==> config.mk <==
export PLATFORM = sky130hd
export DESIGN_NAME = iso8601_timestamp_parser
export DESIGN_NICKNAME = d
export VERILOG_FILES = /design/src/design/iso_pkg.sv /design/src/design/iso8601_timestamp_parser.sv /design/src/design/iso_epoch.sv
export SDC_FILE = /design/constraint.sdc
export NUM_CORES = 2
export LEC_CHECK = 0
export ABC_CLOCK_PERIOD_IN_PS = 13900
export BUFFER_PORTS_ARGS = -buffer_cell sky130_fd_sc_hd__buf_2
export CORE_MARGIN = 3
export CORE_UTILIZATION = 45
export DETAILED_ROUTE_END_ITERATION = 12
export GPL_TIMING_DRIVEN = 0
export PLACE_DENSITY = 0.68
export SLEW_MARGIN = 40
export SYNTH_ARGS = -nofsm -noshare
export SYNTH_HDL_FRONTEND = slang
export SYNTH_SLANG_ARGS = --single-unit
==> constraint.sdc <==
create_clock -name clk -period 13.9 [get_ports clk]
set_clock_uncertainty 0.15 [all_clocks]
set_input_delay 2.085 -clock clk [delete_from_list [all_inputs] [get_ports clk]]
set_output_delay 2.085 -clock clk [all_outputs]
set_load 0.01 [all_outputs]
==> src/design/iso_pkg.sv <==
package iso_pkg;

    // Position within the timestamp text: one member per expected character
    typedef enum logic [4:0] {
        PH_YEAR0,
        PH_YEAR1,
        PH_YEAR2,
        PH_YEAR3,
        PH_DASH1,
        PH_MON0,
        PH_MON1,
        PH_DASH2,
        PH_DAY0,
        PH_DAY1,
        PH_SEP,
        PH_HOUR0,
        PH_HOUR1,
        PH_COLON1,
        PH_MIN0,
        PH_MIN1,
        PH_COLON2,
        PH_SEC0,
        PH_SEC1,
        PH_TAIL,
        PH_FRAC,
        PH_OFFH0,
        PH_OFFH1,
        PH_OFFCOLON,
        PH_OFFM0,
        PH_OFFM1,
        PH_DONE
    } phase_t;

    localparam logic [1:0] OFF_NONE  = 2'd0;
    localparam logic [1:0] OFF_PLUS  = 2'd1;
    localparam logic [1:0] OFF_MINUS = 2'd2;

    localparam logic [7:0] CH_ZERO  = 8'h30;
    localparam logic [7:0] CH_NINE  = 8'h39;
    localparam logic [7:0] CH_DASH  = 8'h2d;
    localparam logic [7:0] CH_PLUS  = 8'h2b;
    localparam logic [7:0] CH_DOT   = 8'h2e;
    localparam logic [7:0] CH_COLON = 8'h3a;
    localparam logic [7:0] CH_SPACE = 8'h20;
    localparam logic [7:0] CH_UC_T  = 8'h54;
    localparam logic [7:0] CH_LC_T  = 8'h74;

    // Parsed fields of one complete string, handed to the converter
    typedef struct packed {
        logic        good;
        logic [13:0] year;
        logic [6:0]  month;
        logic [6:0]  day;
        logic [6:0]  hour;
        logic [6:0]  minute;
        logic [6:0]  second;
        logic [1:0]  off_sign;
        logic [6:0]  off_hours;
        logic [6:0]  off_minutes;
    } stamp_t;

    // Day of year at which each month starts, non-leap year
    function automatic logic [8:0] month_start(input logic [3:0] mon);
        logic [8:0] r;
        begin
            unique case (mon)
                4'd0:    r = 9'd0;
                4'd1:    r = 9'd31;
                4'd2:    r = 9'd59;
                4'd3:    r = 9'd90;
                4'd4:    r = 9'd120;
                4'd5:    r = 9'd151;
                4'd6:    r = 9'd181;
                4'd7:    r = 9'd212;
                4'd8:    r = 9'd243;
                4'd9:    r = 9'd273;
                4'd10:   r = 9'd304;
                4'd11:   r = 9'd334;
                default: r = 9'd0;
            endcase
            return r;
        end
    endfunction

endpackage

==> src/design/iso8601_timestamp_parser.sv <==
// A result passes stage registers A to E and the output register after the last character.
// Throughput: one character per cycle unless a last character waits for room; the character
// parser updates its accumulators per character; the epoch conversion is a six-register pipeline.
// A stalled result only blocks input once every pipeline register holds a string.
// Reset (rst_n, asynchronous, active low) clears the parser state and all valid flags.
module iso8601_timestamp_parser (
    input  logic               clk,
    input  logic               rst_n,
    input  logic               char_valid,
    output logic               char_ready,
    input  logic [7:0]         ch,
    input  logic               has_char,
    input  logic               last,
    output logic               result_valid,
    input  logic               result_ready,
    output logic               ok,
    output logic signed [35:0] epoch_seconds
);
    import iso_pkg::*;

    // Parser state: position in the text, sticky failure flag and the field accumulators
    phase_t      phase_reg, phase_next;
    logic        failed_reg, failed_next;
    logic [13:0] year_reg, year_next;
    logic [6:0]  month_reg, month_next;
    logic [6:0]  day_reg, day_next;
    logic [6:0]  hour_reg, hour_next;
    logic [6:0]  minute_reg, minute_next;
    logic [6:0]  second_reg, second_next;
    logic [1:0]  off_sign_reg, off_sign_next;
    logic [6:0]  off_hours_reg, off_hours_next;
    logic [6:0]  off_minutes_reg, off_minutes_next;

    logic        accept;
    logic        stamp_valid, stamp_ready;
    stamp_t      stamp;
    logic        is_digit;
    logic [3:0]  digit;
    logic        step;

    // Shift one decimal digit into an accumulator
    function automatic logic [6:0] push7(input logic [6:0] acc, input logic [3:0] d);
        return 7'((acc << 3) + (acc << 1) + {3'b0, d});
    endfunction

    function automatic logic [13:0] push14(input logic [13:0] acc, input logic [3:0] d);
        return 14'((acc << 3) + (acc << 1) + {10'b0, d});
    endfunction

    // Only a last character needs room in the converter; others never stall
    assign char_ready  = stamp_ready || !last;
    assign accept      = char_valid && char_ready;
    assign stamp_valid = char_valid && last;

    assign is_digit = ch >= CH_ZERO && ch <= CH_NINE;
    assign digit    = ch[3:0];

    always_comb
    begin
        phase_next       = phase_reg;
        failed_next      = failed_reg;
        year_next        = year_reg;
        month_next       = month_reg;
        day_next         = day_reg;
        hour_next        = hour_reg;
        minute_next      = minute_reg;
        second_next      = second_reg;
        off_sign_next    = off_sign_reg;
        off_hours_next   = off_hours_reg;
        off_minutes_next = off_minutes_reg;
        step             = 1'b0;

        if (has_char && !failed_reg)
        begin
            unique case (phase_reg)
                PH_YEAR0, PH_YEAR1, PH_YEAR2, PH_YEAR3:
                begin
                    if (!is_digit) failed_next = 1'b1;
                    else
                    begin
                        year_next = push14(year_reg, digit);
                        step      = 1'b1;
                    end
                end
                PH_MON0, PH_MON1:
                begin
                    if (!is_digit) failed_next = 1'b1;
                    else
                    begin
                        month_next = push7(month_reg, digit);
                        step       = 1'b1;
                    end
                end
                PH_DAY0, PH_DAY1:
                begin
                    if (!is_digit) failed_next = 1'b1;
                    else
                    begin
                        day_next = push7(day_reg, digit);
                        step     = 1'b1;
                    end
                end
                PH_HOUR0, PH_HOUR1:
                begin
                    if (!is_digit) failed_next = 1'b1;
                    else
                    begin
                        hour_next = push7(hour_reg, digit);
                        step      = 1'b1;
                    end
                end
                PH_MIN0, PH_MIN1:
                begin
                    if (!is_digit) failed_next = 1'b1;
                    else
                    begin
                        minute_next = push7(minute_reg, digit);
                        step        = 1'b1;
                    end
                end
                PH_SEC0, PH_SEC1:
                begin
                    if (!is_digit) failed_next = 1'b1;
                    else
                    begin
                        second_next = push7(second_reg, digit);
                        step        = 1'b1;
                    end
                end
                PH_OFFH0, PH_OFFH1:
                begin
                    if (!is_digit) failed_next = 1'b1;
                    else
                    begin
                        off_hours_next = push7(off_hours_reg, digit);
                        step           = 1'b1;
                    end
                end
                PH_OFFM0, PH_OFFM1:
                begin
                    if (!is_digit) failed_next = 1'b1;
                    else
                    begin
                        off_minutes_next = push7(off_minutes_reg, digit);
                        step             = 1'b1;
                    end
                end
                PH_DASH1, PH_DASH2:
                begin
                    if (ch != CH_DASH) failed_next = 1'b1;
                    else step = 1'b1;
                end
                PH_SEP:
                begin
                    if (ch != CH_UC_T && ch != CH_LC_T && ch != CH_SPACE) failed_next = 1'b1;
                    else step = 1'b1;
                end
                PH_COLON1, PH_COLON2, PH_OFFCOLON:
                begin
                    if (ch != CH_COLON) failed_next = 1'b1;
                    else step = 1'b1;
                end
                PH_TAIL, PH_FRAC:
                begin
                    // fraction digits are skipped; a second dot ends parsing
                    if (phase_reg == PH_TAIL && ch == CH_DOT)
                        phase_next = PH_FRAC;
                    else if (phase_reg == PH_FRAC && is_digit)
                        phase_next = PH_FRAC;
                    else if (ch == CH_PLUS)
                    begin
                        off_sign_next = OFF_PLUS;
                        phase_next    = PH_OFFH0;
                    end
                    else if (ch == CH_DASH)
                    begin
                        off_sign_next = OFF_MINUS;
                        phase_next    = PH_OFFH0;
                    end
                    else
                        phase_next = PH_DONE;
                end
                PH_DONE:
                begin
                    // trailing text is ignored
                end
                default:
                    failed_next = 1'b1;
            endcase
        end

        if (step)
            phase_next = phase_t'(phase_reg + 5'd1);

        stamp.good        = !failed_next && (phase_next == PH_TAIL || phase_next == PH_FRAC
                                             || phase_next == PH_DONE);
        stamp.year        = year_next;
        stamp.month       = month_next;
        stamp.day         = day_next;
        stamp.hour        = hour_next;
        stamp.minute      = minute_next;
        stamp.second      = second_next;
        stamp.off_sign    = off_sign_next;
        stamp.off_hours   = off_hours_next;
        stamp.off_minutes = off_minutes_next;

        // drop everything once the string is handed over
        if (last)
        begin
            phase_next       = PH_YEAR0;
            failed_next      = 1'b0;
            year_next        = '0;
            month_next       = '0;
            day_next         = '0;
            hour_next        = '0;
            minute_next      = '0;
            second_next      = '0;
            off_sign_next    = OFF_NONE;
            off_hours_next   = '0;
            off_minutes_next = '0;
        end
    end

    always_ff @(posedge clk or negedge rst_n)
    begin
        if (!rst_n)
        begin
            phase_reg       <= PH_YEAR0;
            failed_reg      <= 1'b0;
            year_reg        <= '0;
            month_reg       <= '0;
            day_reg         <= '0;
            hour_reg        <= '0;
            minute_reg      <= '0;
            second_reg      <= '0;
            off_sign_reg    <= OFF_NONE;
            off_hours_reg   <= '0;
            off_minutes_reg <= '0;
        end
        else if (accept)
        begin
            phase_reg       <= phase_next;
            failed_reg      <= failed_next;
            year_reg        <= year_next;
            month_reg       <= month_next;
            day_reg         <= day_next;
            hour_reg        <= hour_next;
            minute_reg      <= minute_next;
            second_reg      <= second_next;
            off_sign_reg    <= off_sign_next;
            off_hours_reg   <= off_hours_next;
            off_minutes_reg <= off_minutes_next;
        end
    end

    // Calendar conversion pipeline with its own result register
    iso_epoch u_epoch (
        .clk           (clk),
        .rst_n         (rst_n),
        .stamp_valid   (stamp_valid),
        .stamp_ready   (stamp_ready),
        .stamp         (stamp),
        .result_valid  (result_valid),
        .result_ready  (result_ready),
        .ok            (ok),
        .epoch_seconds (epoch_seconds)
    );

    a_last_clears: assert property (@(posedge clk) disable iff (!rst_n)
        accept && last |=> phase_reg == PH_YEAR0 && !failed_reg && year_reg == 14'd0)
        else $error("parser state not cleared after last character");

    a_failed_sticky: assert property (@(posedge clk) disable iff (!rst_n)
        failed_reg && accept && !last |=> failed_reg)
        else $error("failure flag lost within a string");

    a_done_holds: assert property (@(posedge clk) disable iff (!rst_n)
        phase_reg == PH_DONE && accept && !last |=> phase_reg == PH_DONE)
        else $error("parser left the done position within a string");

endmodule

==> src/design/iso_epoch.sv <==
module iso_epoch (
    input  logic                 clk,
    input  logic                 rst_n,
    input  logic                 stamp_valid,
    output logic                 stamp_ready,
    input  iso_pkg::stamp_t      stamp,
    output logic                 result_valid,
    input  logic                 result_ready,
    output logic                 ok,
    output logic signed [35:0]   epoch_seconds
);
    import iso_pkg::*;

    localparam logic signed [39:0] MAX_SECONDS = 40'sd32535215999;

    // stage valids and free flags
    logic a_valid_reg, b_valid_reg, c_valid_reg, d_valid_reg, e_valid_reg, out_valid_reg;
    logic free_a, free_b, free_c, free_d, free_e, free_out;

    // stage payloads
    stamp_t             a_reg;
    logic signed [14:0] b_y_reg;
    logic [3:0]         b_mon_reg, c_mon_reg;
    logic [6:0]         b_day_reg, c_day_reg;
    logic [18:0]        b_tod_reg, c_tod_reg, d_tod_reg;
    logic [18:0]        b_off_reg, c_off_reg, d_off_reg, e_off_reg;
    logic [1:0]         b_sign_reg, c_sign_reg, d_sign_reg, e_sign_reg;
    logic               b_good_reg, c_good_reg, d_good_reg, e_good_reg;
    logic signed [14:0] c_ydiff_reg;
    logic [11:0]        c_lp_reg;
    logic               c_leap_reg;
    logic signed [23:0] d_days_reg;
    logic signed [39:0] e_t_reg;
    logic               ok_reg;
    logic signed [35:0] epoch_reg;

    assign free_out    = !out_valid_reg || result_ready;
    assign free_e      = !e_valid_reg || free_out;
    assign free_d      = !d_valid_reg || free_e;
    assign free_c      = !c_valid_reg || free_d;
    assign free_b      = !b_valid_reg || free_c;
    assign free_a      = !a_valid_reg || free_b;
    assign stamp_ready = free_a;

    // stage A: normalise month, time of day and offset
    logic [6:0]         a_mon0;
    logic signed [14:0] a_yb;
    logic [14:0]        a_qprod;
    logic [3:0]         a_q;
    logic [6:0]         a_mon_full;
    logic signed [14:0] a_y_next;
    logic [18:0]        a_tod_next, a_off_next;

    always_comb
    begin
        if (a_reg.month == 7'd0)
        begin
            a_mon0 = 7'd11;
            a_yb   = $signed({1'b0, a_reg.year}) - 15'sd1;
        end
        else
        begin
            a_mon0 = a_reg.month - 7'd1;
            a_yb   = $signed({1'b0, a_reg.year});
        end
        a_qprod    = 15'(a_mon0) * 15'd171;
        a_q        = a_qprod[14:11];
        a_mon_full = a_mon0 - 7'({3'b0, a_q} * 7'd12);
        a_y_next   = a_yb + $signed({11'b0, a_q});
        a_tod_next = 19'(a_reg.hour) * 19'd3600 + 19'(a_reg.minute) * 19'd60
                   + 19'(a_reg.second);
        a_off_next = 19'(a_reg.off_hours) * 19'd3600 + 19'(a_reg.off_minutes) * 19'd60;
    end

    // stage B: year range, leap days before the year, leap flag
    logic        b_in_range;
    logic [13:0] b_yu, b_ym1;
    logic [26:0] b_prod_m1, b_prod_y;
    logic [7:0]  b_q100_m1, b_q100_y;
    logic        b_mod100_zero, b_leap_next;
    logic [11:0] b_lp_next;
    logic signed [14:0] b_ydiff_next;

    always_comb
    begin
        b_in_range    = b_y_reg >= 15'sd1969;
        b_yu          = b_y_reg[13:0];
        b_ym1         = b_yu - 14'd1;
        b_prod_m1     = 27'(b_ym1) * 27'd5243;
        b_prod_y      = 27'(b_yu) * 27'd5243;
        b_q100_m1     = b_prod_m1[26:19];
        b_q100_y      = b_prod_y[26:19];
        b_lp_next     = 12'(b_ym1 >> 2) - 12'(b_q100_m1) + 12'(b_q100_m1 >> 2);
        b_mod100_zero = b_yu == 14'({6'b0, b_q100_y} * 14'd100);
        b_leap_next   = (b_yu[1:0] == 2'd0 && !b_mod100_zero)
                     || (b_mod100_zero && b_q100_y[1:0] == 2'd0);
        b_ydiff_next  = b_y_reg - 15'sd1970;
    end

    // stage C: day count since the epoch
    logic signed [23:0] c_days_next;
    logic               c_leap_add;

    always_comb
    begin
        c_leap_add  = c_mon_reg >= 4'd2 && c_leap_reg;
        c_days_next = 24'(c_ydiff_reg) * 24'sd365 + $signed({12'b0, c_lp_reg}) - 24'sd477
                    + $signed({15'b0, month_start(c_mon_reg)})
                    + $signed({23'b0, c_leap_add})
                    + $signed({17'b0, c_day_reg}) - 24'sd1;
    end

    // stage D: seconds
    logic signed [39:0] d_t_next;
    assign d_t_next = 40'(d_days_reg) * 40'sd86400 + $signed({21'b0, d_tod_reg});

    // stage E: span check and offset
    logic               e_ok_next;
    logic signed [39:0] e_res;
    logic signed [39:0] e_off_s;

    always_comb
    begin
        e_off_s   = $signed({21'b0, e_off_reg});
        e_ok_next = e_good_reg && e_t_reg >= 40'sd0 && e_t_reg <= MAX_SECONDS;
        if (e_sign_reg == OFF_NONE)
            e_res = e_t_reg;
        else if (e_sign_reg == OFF_PLUS)
            e_res = e_t_reg - e_off_s;
        else
            e_res = e_t_reg + e_off_s;
    end

    always_ff @(posedge clk or negedge rst_n)
    begin
        if (!rst_n)
        begin
            a_valid_reg   <= 1'b0;
            b_valid_reg   <= 1'b0;
            c_valid_reg   <= 1'b0;
            d_valid_reg   <= 1'b0;
            e_valid_reg   <= 1'b0;
            out_valid_reg <= 1'b0;
        end
        else
        begin
            if (free_a)   a_valid_reg   <= stamp_valid;
            if (free_b)   b_valid_reg   <= a_valid_reg;
            if (free_c)   c_valid_reg   <= b_valid_reg;
            if (free_d)   d_valid_reg   <= c_valid_reg;
            if (free_e)   e_valid_reg   <= d_valid_reg;
            if (free_out) out_valid_reg <= e_valid_reg;
        end
    end

    always_ff @(posedge clk)
    begin
        if (free_a && stamp_valid)
            a_reg <= stamp;
        if (free_b && a_valid_reg)
        begin
            b_y_reg    <= a_y_next;
            b_mon_reg  <= a_mon_full[3:0];
            b_day_reg  <= a_reg.day;
            b_tod_reg  <= a_tod_next;
            b_off_reg  <= a_off_next;
            b_sign_reg <= a_reg.off_sign;
            b_good_reg <= a_reg.good;
        end
        if (free_c && b_valid_reg)
        begin
            c_ydiff_reg <= b_ydiff_next;
            c_lp_reg    <= b_lp_next;
            c_leap_reg  <= b_leap_next;
            c_mon_reg   <= b_mon_reg;
            c_day_reg   <= b_day_reg;
            c_tod_reg   <= b_tod_reg;
            c_off_reg   <= b_off_reg;
            c_sign_reg  <= b_sign_reg;
            c_good_reg  <= b_good_reg && b_in_range;
        end
        if (free_d && c_valid_reg)
        begin
            d_days_reg <= c_days_next;
            d_tod_reg  <= c_tod_reg;
            d_off_reg  <= c_off_reg;
            d_sign_reg <= c_sign_reg;
            d_good_reg <= c_good_reg;
        end
        if (free_e && d_valid_reg)
        begin
            e_t_reg    <= d_t_next;
            e_off_reg  <= d_off_reg;
            e_sign_reg <= d_sign_reg;
            e_good_reg <= d_good_reg;
        end
        if (free_out && e_valid_reg)
        begin
            ok_reg    <= e_ok_next;
            epoch_reg <= e_ok_next ? e_res[35:0] : 36'sd0;
        end
    end

    assign result_valid  = out_valid_reg;
    assign ok            = ok_reg;
    assign epoch_seconds = epoch_reg;

    a_fail_zero: assert property (@(posedge clk) disable iff (!rst_n)
        result_valid && !ok |-> epoch_seconds == 36'sd0)
        else $error("failed result carries nonzero seconds");

    a_stall_full: assert property (@(posedge clk) disable iff (!rst_n)
        !stamp_ready |-> a_valid_reg && b_valid_reg && c_valid_reg && d_valid_reg
                         && e_valid_reg && out_valid_reg)
        else $error("stall with a bubble in the pipeline");

    a_month_norm: assert property (@(posedge clk) disable iff (!rst_n)
        b_valid_reg |-> b_mon_reg < 4'd12)
        else $error("month not normalised");

    a_bad_stays_bad: assert property (@(posedge clk) disable iff (!rst_n)
        e_valid_reg && free_out && !e_good_reg |=> !ok)
        else $error("bad stamp reported ok");

endmodule

Word level (Yosys, flattened, before mapping):

Memories as Yosys holds them, arrays and structs flattened. A register that Yosys moved wholly into a read port is not among the register bits.
Index checks and enable logic that the tools add are counted.

* memory bits (writable): 0
* bits in latches: 0
* output and inout port bits: 39
* register bits after elaboration: 454
* memories kept: 1
* memory bits (read-only): 144

* $lt $le $gt $ge: 6
* add/sub/neg operators: 37
* multiply operators: 11
* div/mod/pow operators: 0
* bitwise logic cells: 0
* reduce and logical (&&, ||, !) cells: 59
* eq/ne operators: 39
* shifts and indexed selects: 0
* multiplexer cells: 65

Memory list
* (no name shown): depth 16, width 9, read ports 1, clocked after Yosys merged registers in 1, wr ports 0, RTL line iso_pkg.sv:66 `unique case (mon)`

Operator list (count)
* two-way mux 7 bit: 29
* two-way mux 36 bit: 2
* equality test 5 bit, second input constant: 14
* two-way mux 14 bit: 4
* multiplier 14 x 13 -> 27 bit, second input constant: 2
* adder 7 x 4 -> 7 bit: 7
* adder 7 bit: 7
* multiplier 7 x 8 -> 15 bit, second input constant: 3
* adder 40 x 20 -> 40 bit: 1
* equality test 5 x 4 -> 1 bit, second input constant: 8
* >= comparator 40 x 1 -> 1 bit, second input constant: 1
* <= comparator 40 x 36 -> 1 bit, second input constant: 1
* adder 19 x 13 -> 19 bit: 2
* adder 36 x 20 -> 36 bit: 1
* subtractor 36 x 20 -> 36 bit: 1
* multiplier 24 x 11 -> 33 bit, second input constant: 1
* adder 24 x 10 -> 24 bit: 1
* adder 24 x 13 -> 24 bit: 1
* adder 24 x 2 -> 24 bit: 1
* adder 24 x 8 -> 24 bit: 1
* equality test 8 x 6 -> 1 bit, second input constant: 3
* multiplier 15 x 10 -> 24 bit, second input constant: 1
* != test 8 x 6 -> 1 bit, second input constant: 3
* subtractor 24 x 10 -> 24 bit, second input constant: 1
* 43 further kinds: 121

Depth between registers and ports, before layout:

* depth after elaboration: 12
* mapped depth: 43

Hierarchy:

From an unflattened synthesis, not the netlist that was laid out.

* cells, all modules: 4078
* area total of the unflattened synthesis: 44348.8 µm²

By module, submodules not included
* iso_epoch: instances 1, area an instance 38110.3 µm², cells an instance 3470, sequential area each 11410.9 µm²
* iso8601_timestamp_parser: instances 1, area an instance 6238.5 µm², cells an instance 608, sequential area each 1776.7 µm²

Worst setup path after synthesis:

No wires, ideal clock.

* path kind: register -> register
* start: reg u_epoch.b_y_reg[3]
* end: reg u_epoch.c_lp_reg[10], data pin
* path slack: 4719 ps
* cell stages (with the launch flop): 42
* arrival time: 8769 ps
* path through: edfxtp_1 inv_1 ha_1 nor2b_1 o21ai_0 nand3_1 a21boi_0 o21ai_0 xnor2_1 inv_1 ha_1 ha_1 inv_1 fa_1 inv_1 fa_1 inv_1 fa_1 [... 6 more ...] nand3_1 nand2_1 a21oi_1 xnor2_1 inv_1 fa_1 inv_1 ha_1 a21o_1 a21oi_1 o21ai_0 a21oi_1 nor2b_1 o21ai_0 nand2b_1 maj3_1 a21oi_1 xor2_1

* cells in the longest elaborated chain, start to end: 4

Ends and longest elaborated chain
* start, declared: RTL line iso_epoch.sv:22 `logic signed [14:0] b_y_reg;`
* start signal, assigned: RTL line iso_epoch.sv:162 `b_y_reg <= a_y_next;`
* subtractor 14 x 1 -> 14 bit (*): RTL line iso_epoch.sv:88 `b_ym1 = b_yu - 14'd1;`
* multiplier 14 x 13 -> 27 bit: RTL line iso_epoch.sv:89 `b_prod_m1 = 27'(b_ym1) * 27'd5243;`
* subtractor 12 x 8 -> 12 bit: RTL line iso_epoch.sv:93 `b_lp_next = 12'(b_ym1 >> 2) - 12'(b_q100_m1) + 12'(b_q100_m1 >> 2);`
* adder 12 x 6 -> 12 bit (*): RTL line iso_epoch.sv:93
* named net u_epoch.b_lp_next[10]: RTL line iso_epoch.sv:81 `logic [11:0] b_lp_next;`
* end signal, assigned: RTL line iso_epoch.sv:173 `c_lp_reg <= b_lp_next;`
* end, declared: RTL line iso_epoch.sv:30 `logic [11:0] c_lp_reg;`

The timed path passes the listed nets; every way through them passes the cells marked *.
A chain may end at the register's enable or synchronous reset.

Worst setup path in the final report:

* start: reg u_epoch.b_y_reg[3]
* end: reg u_epoch.c_lp_reg[11], data pin

The elaborated chain is that of the path after synthesis.

==> flow_summary.ini <==
[layout]
area_growth_pct = 8.63
largest_reg_flops = 66
antenna_cells = 0
regArea_mm2 = 0.0132
multi_input_area_mm2 = 0.0282
fillerInstances = 8735
drive_gt1_share_pct = 5.30
layout.nets = 5410

[grt]
grt_pass1_wl_um = 145000
grt_pass1_vias = 29300
gr-total-overflow = 0
grt_max_degree = 43
track_usage_pct = 17.0
antenna_found_initial = 2

[worst_setup_path]
r2r-start = u_epoch.b_y_reg[3]
cp_common_cell = inv_1
endpoint = u_epoch.c_lp_reg[11]
reg2reg_slack_ps = 3180
cp_max_fo = 10
slowest_stage = edfxtp_1
path_class = reg2reg
timing.rr.end = u_epoch.c_lp_reg[11]
r2r_cells = 38
crit_required_ps = 14060
cp-end-kind = flop
cp_data_arrival_time_ps = 10880
crit_start = u_epoch.b_y_reg[3]
critPathLaunchType = flop
cpPeakStageDelay_ps = 660

[clock_tree]
cts_tree = yes
cts_hold_buf = 0
cts.clk_slew.worst_paths_ps = 60
cts_buffers = 48
clk_latency_ps = 590
cts_max_path_buffers = 3
clock_sinks = 455
post_cts_buffers = 0
cts-root-buf = clkbuf_16
ctsResizeCount = 0
cts_max_level = 2

[synthesis]
synth-seq-cells = 455
syn_area_mm2 = 0.0442
synth_ff_type = edfxtp_1
netlist_instances = 4145
yosysTopAreaCellShare_pct = 25.0
synth_edf_count = 369
syn-num-nets = 5294
ys_types = 84
yosysSeqAreaShare_pct = 29.8
synth_warnings = 0
synth.area.top_cells = edfxtp_1, ha_1, fa_1, inv_1, xnor2_1
async_reset_ff_share_pct = 16.9
yosys.area.top_type = edfxtp_1
synth_area_per_cell_um2 = 10.7

[drt]
drt_iter0_drc = 1376
drt-total-wl_um = 85600
drt_pre_antenna_iters = 6
drc = 0
wl_per_cell_um = 15.3
vias = 28500
viasPerCell = 5.12
ant_nets = 0

[sta]
hold_viol_final = 0
setup_viol = 0
period_minus_slack_ps = 10720
fmax_mhz = 93.3
fin_crit_sh_pct = 77.1
tightest_slew_ps = 888
finalSetupTns_ps = 0
relSlewSlack_pct = 39.3
slew_viol_final = 0
rsz0062_at_grt = false

[place]
gp_congestion = 0.887
hpwl_um = 70000
io_buffers = 51

[floorplan]
rows = 114
die_h_um = 320
dieWidth_um = 320
start_util_pct = 45.6
core-area_mm2 = 0.0971
io_pins = 53
die_area_mm2 = 0.102

[status]
status = finished, final reports clean

[hold_path]
hold_class = reg2reg

[flow_run]
cap_violations = 0
Yosys cell counts (42+ instances only):
cell type / number
ha_1: 790
inv_1: 732
edfxtp_1: 369
fa_1: 345
nand2_1: 251
xnor2_1: 229
a21oi_1: 193
o21ai_0: 144
nor2_1: 126
xor2_1: 102
a21o_1: 98
dfrtp_1: 77
nor3_1: 57
nand3_1: 50
clkbuf_1: 42
routing by layer:
layer  vias to the layer above  global-route usage, %  wire, um
li1                      14400                      -         -
met1                     13600                   23.8     41300
met2                       427                   28.8     40000
met3                       115                   1.71      2730
met4                         0                   3.67      1610
met5                         -                      0         0
critical path, delay by kind of cell (launching register included):
family	cells	cell delay, ps
simple gates	7	1070
xor+xnor	2	420
fa+ha+maj	9	3870
flops	1	660
buf+inv	7	1300
compound gates	13	3000
cell type report:
| type | count | share of cell area, % |
|---|---|---|
| plain buffers | 52 | 0.419 |
| clock buffers | 59 | 2.69 |
| clock inverters | 31 | 0.575 |
| inverters | 735 | 5.75 |
| multi-input cells | 2903 | 58.7 |
| flip-flops and latches | 455 | 27.4 |
| well taps | 1276 | 3.32 |
| repair buffers | 66 | 1.14 |
placed cells by master (no fill, tap or decap), types with 38 or more instances in the layout:
| master | n |
|---|---|
| nor2_1 | 125 |
| xor2_1 | 102 |
| edfxtp_1 | 369 |
| a21o_1 | 98 |
| dfrtp_1 | 77 |
| nand2_1 | 251 |
| ha_1 | 790 |
| o21ai_0 | 144 |
| fa_1 | 345 |
| nand3_1 | 50 |
| clkbuf_1 | 48 |
| clkbuf_16 | 49 |
| buf_2 | 53 |
| nor3_1 | 56 |
| a21oi_1 | 193 |
| xnor2_1 | 226 |
| inv_1 | 731 |
| o21bai_1 | 38 |
cells by family after synthesis:
| kind of cell | synth area share (%) |
|---|---|
| adder cells (fa/ha/maj) | 38.0 |
| flip-flops | 29.8 |
| buffers and inverters | 6.69 |
| XOR/XNOR | 6.59 |
| multiplexers | 1.23 |
| AND/OR/NAND/NOR | 7.68 |
| AO/OA/AOI/OAI | 10.0 |
how the worst min path moves through the flow:
| stage | startpoint | to | slack [ps] | depth (start not counted) |
|---|---|---|---|---|
| global placement | u_epoch.d_off_reg[18] | u_epoch.e_off_reg[18] | 250 | 0 |
| finish | u_epoch.b_day_reg[0] | u_epoch.c_day_reg[0] | 250 | 0 |
| global route | u_epoch.b_day_reg[0] | u_epoch.c_day_reg[0] | 250 | 0 |
| floorplan | u_epoch.a_reg[37] | u_epoch.b_day_reg[0] | 250 | 0 |
| detailed placement | u_epoch.b_day_reg[0] | u_epoch.c_day_reg[0] | 250 | 0 |
| CTS | u_epoch.b_day_reg[0] | u_epoch.c_day_reg[0] | 250 | 0 |
per-stage QoR:
step	util [%]	hold slack (ps)	setup WS, ps	std cells	instance area, um2
after global placement	47.5	251	3210	5472	46100
after CTS	49.5	250	3180	5577	48100
after global routing	49.5	254	2400	5577	48100
after detailed placement	47.9	255	3200	5487	46500
final	49.5	254	3180	5577	48100
after floorplan	-	250	4720	4145	44200
Power is not shown: default switching activity piles up to over one toggle a cycle in this logic, so the estimate is an artifact.
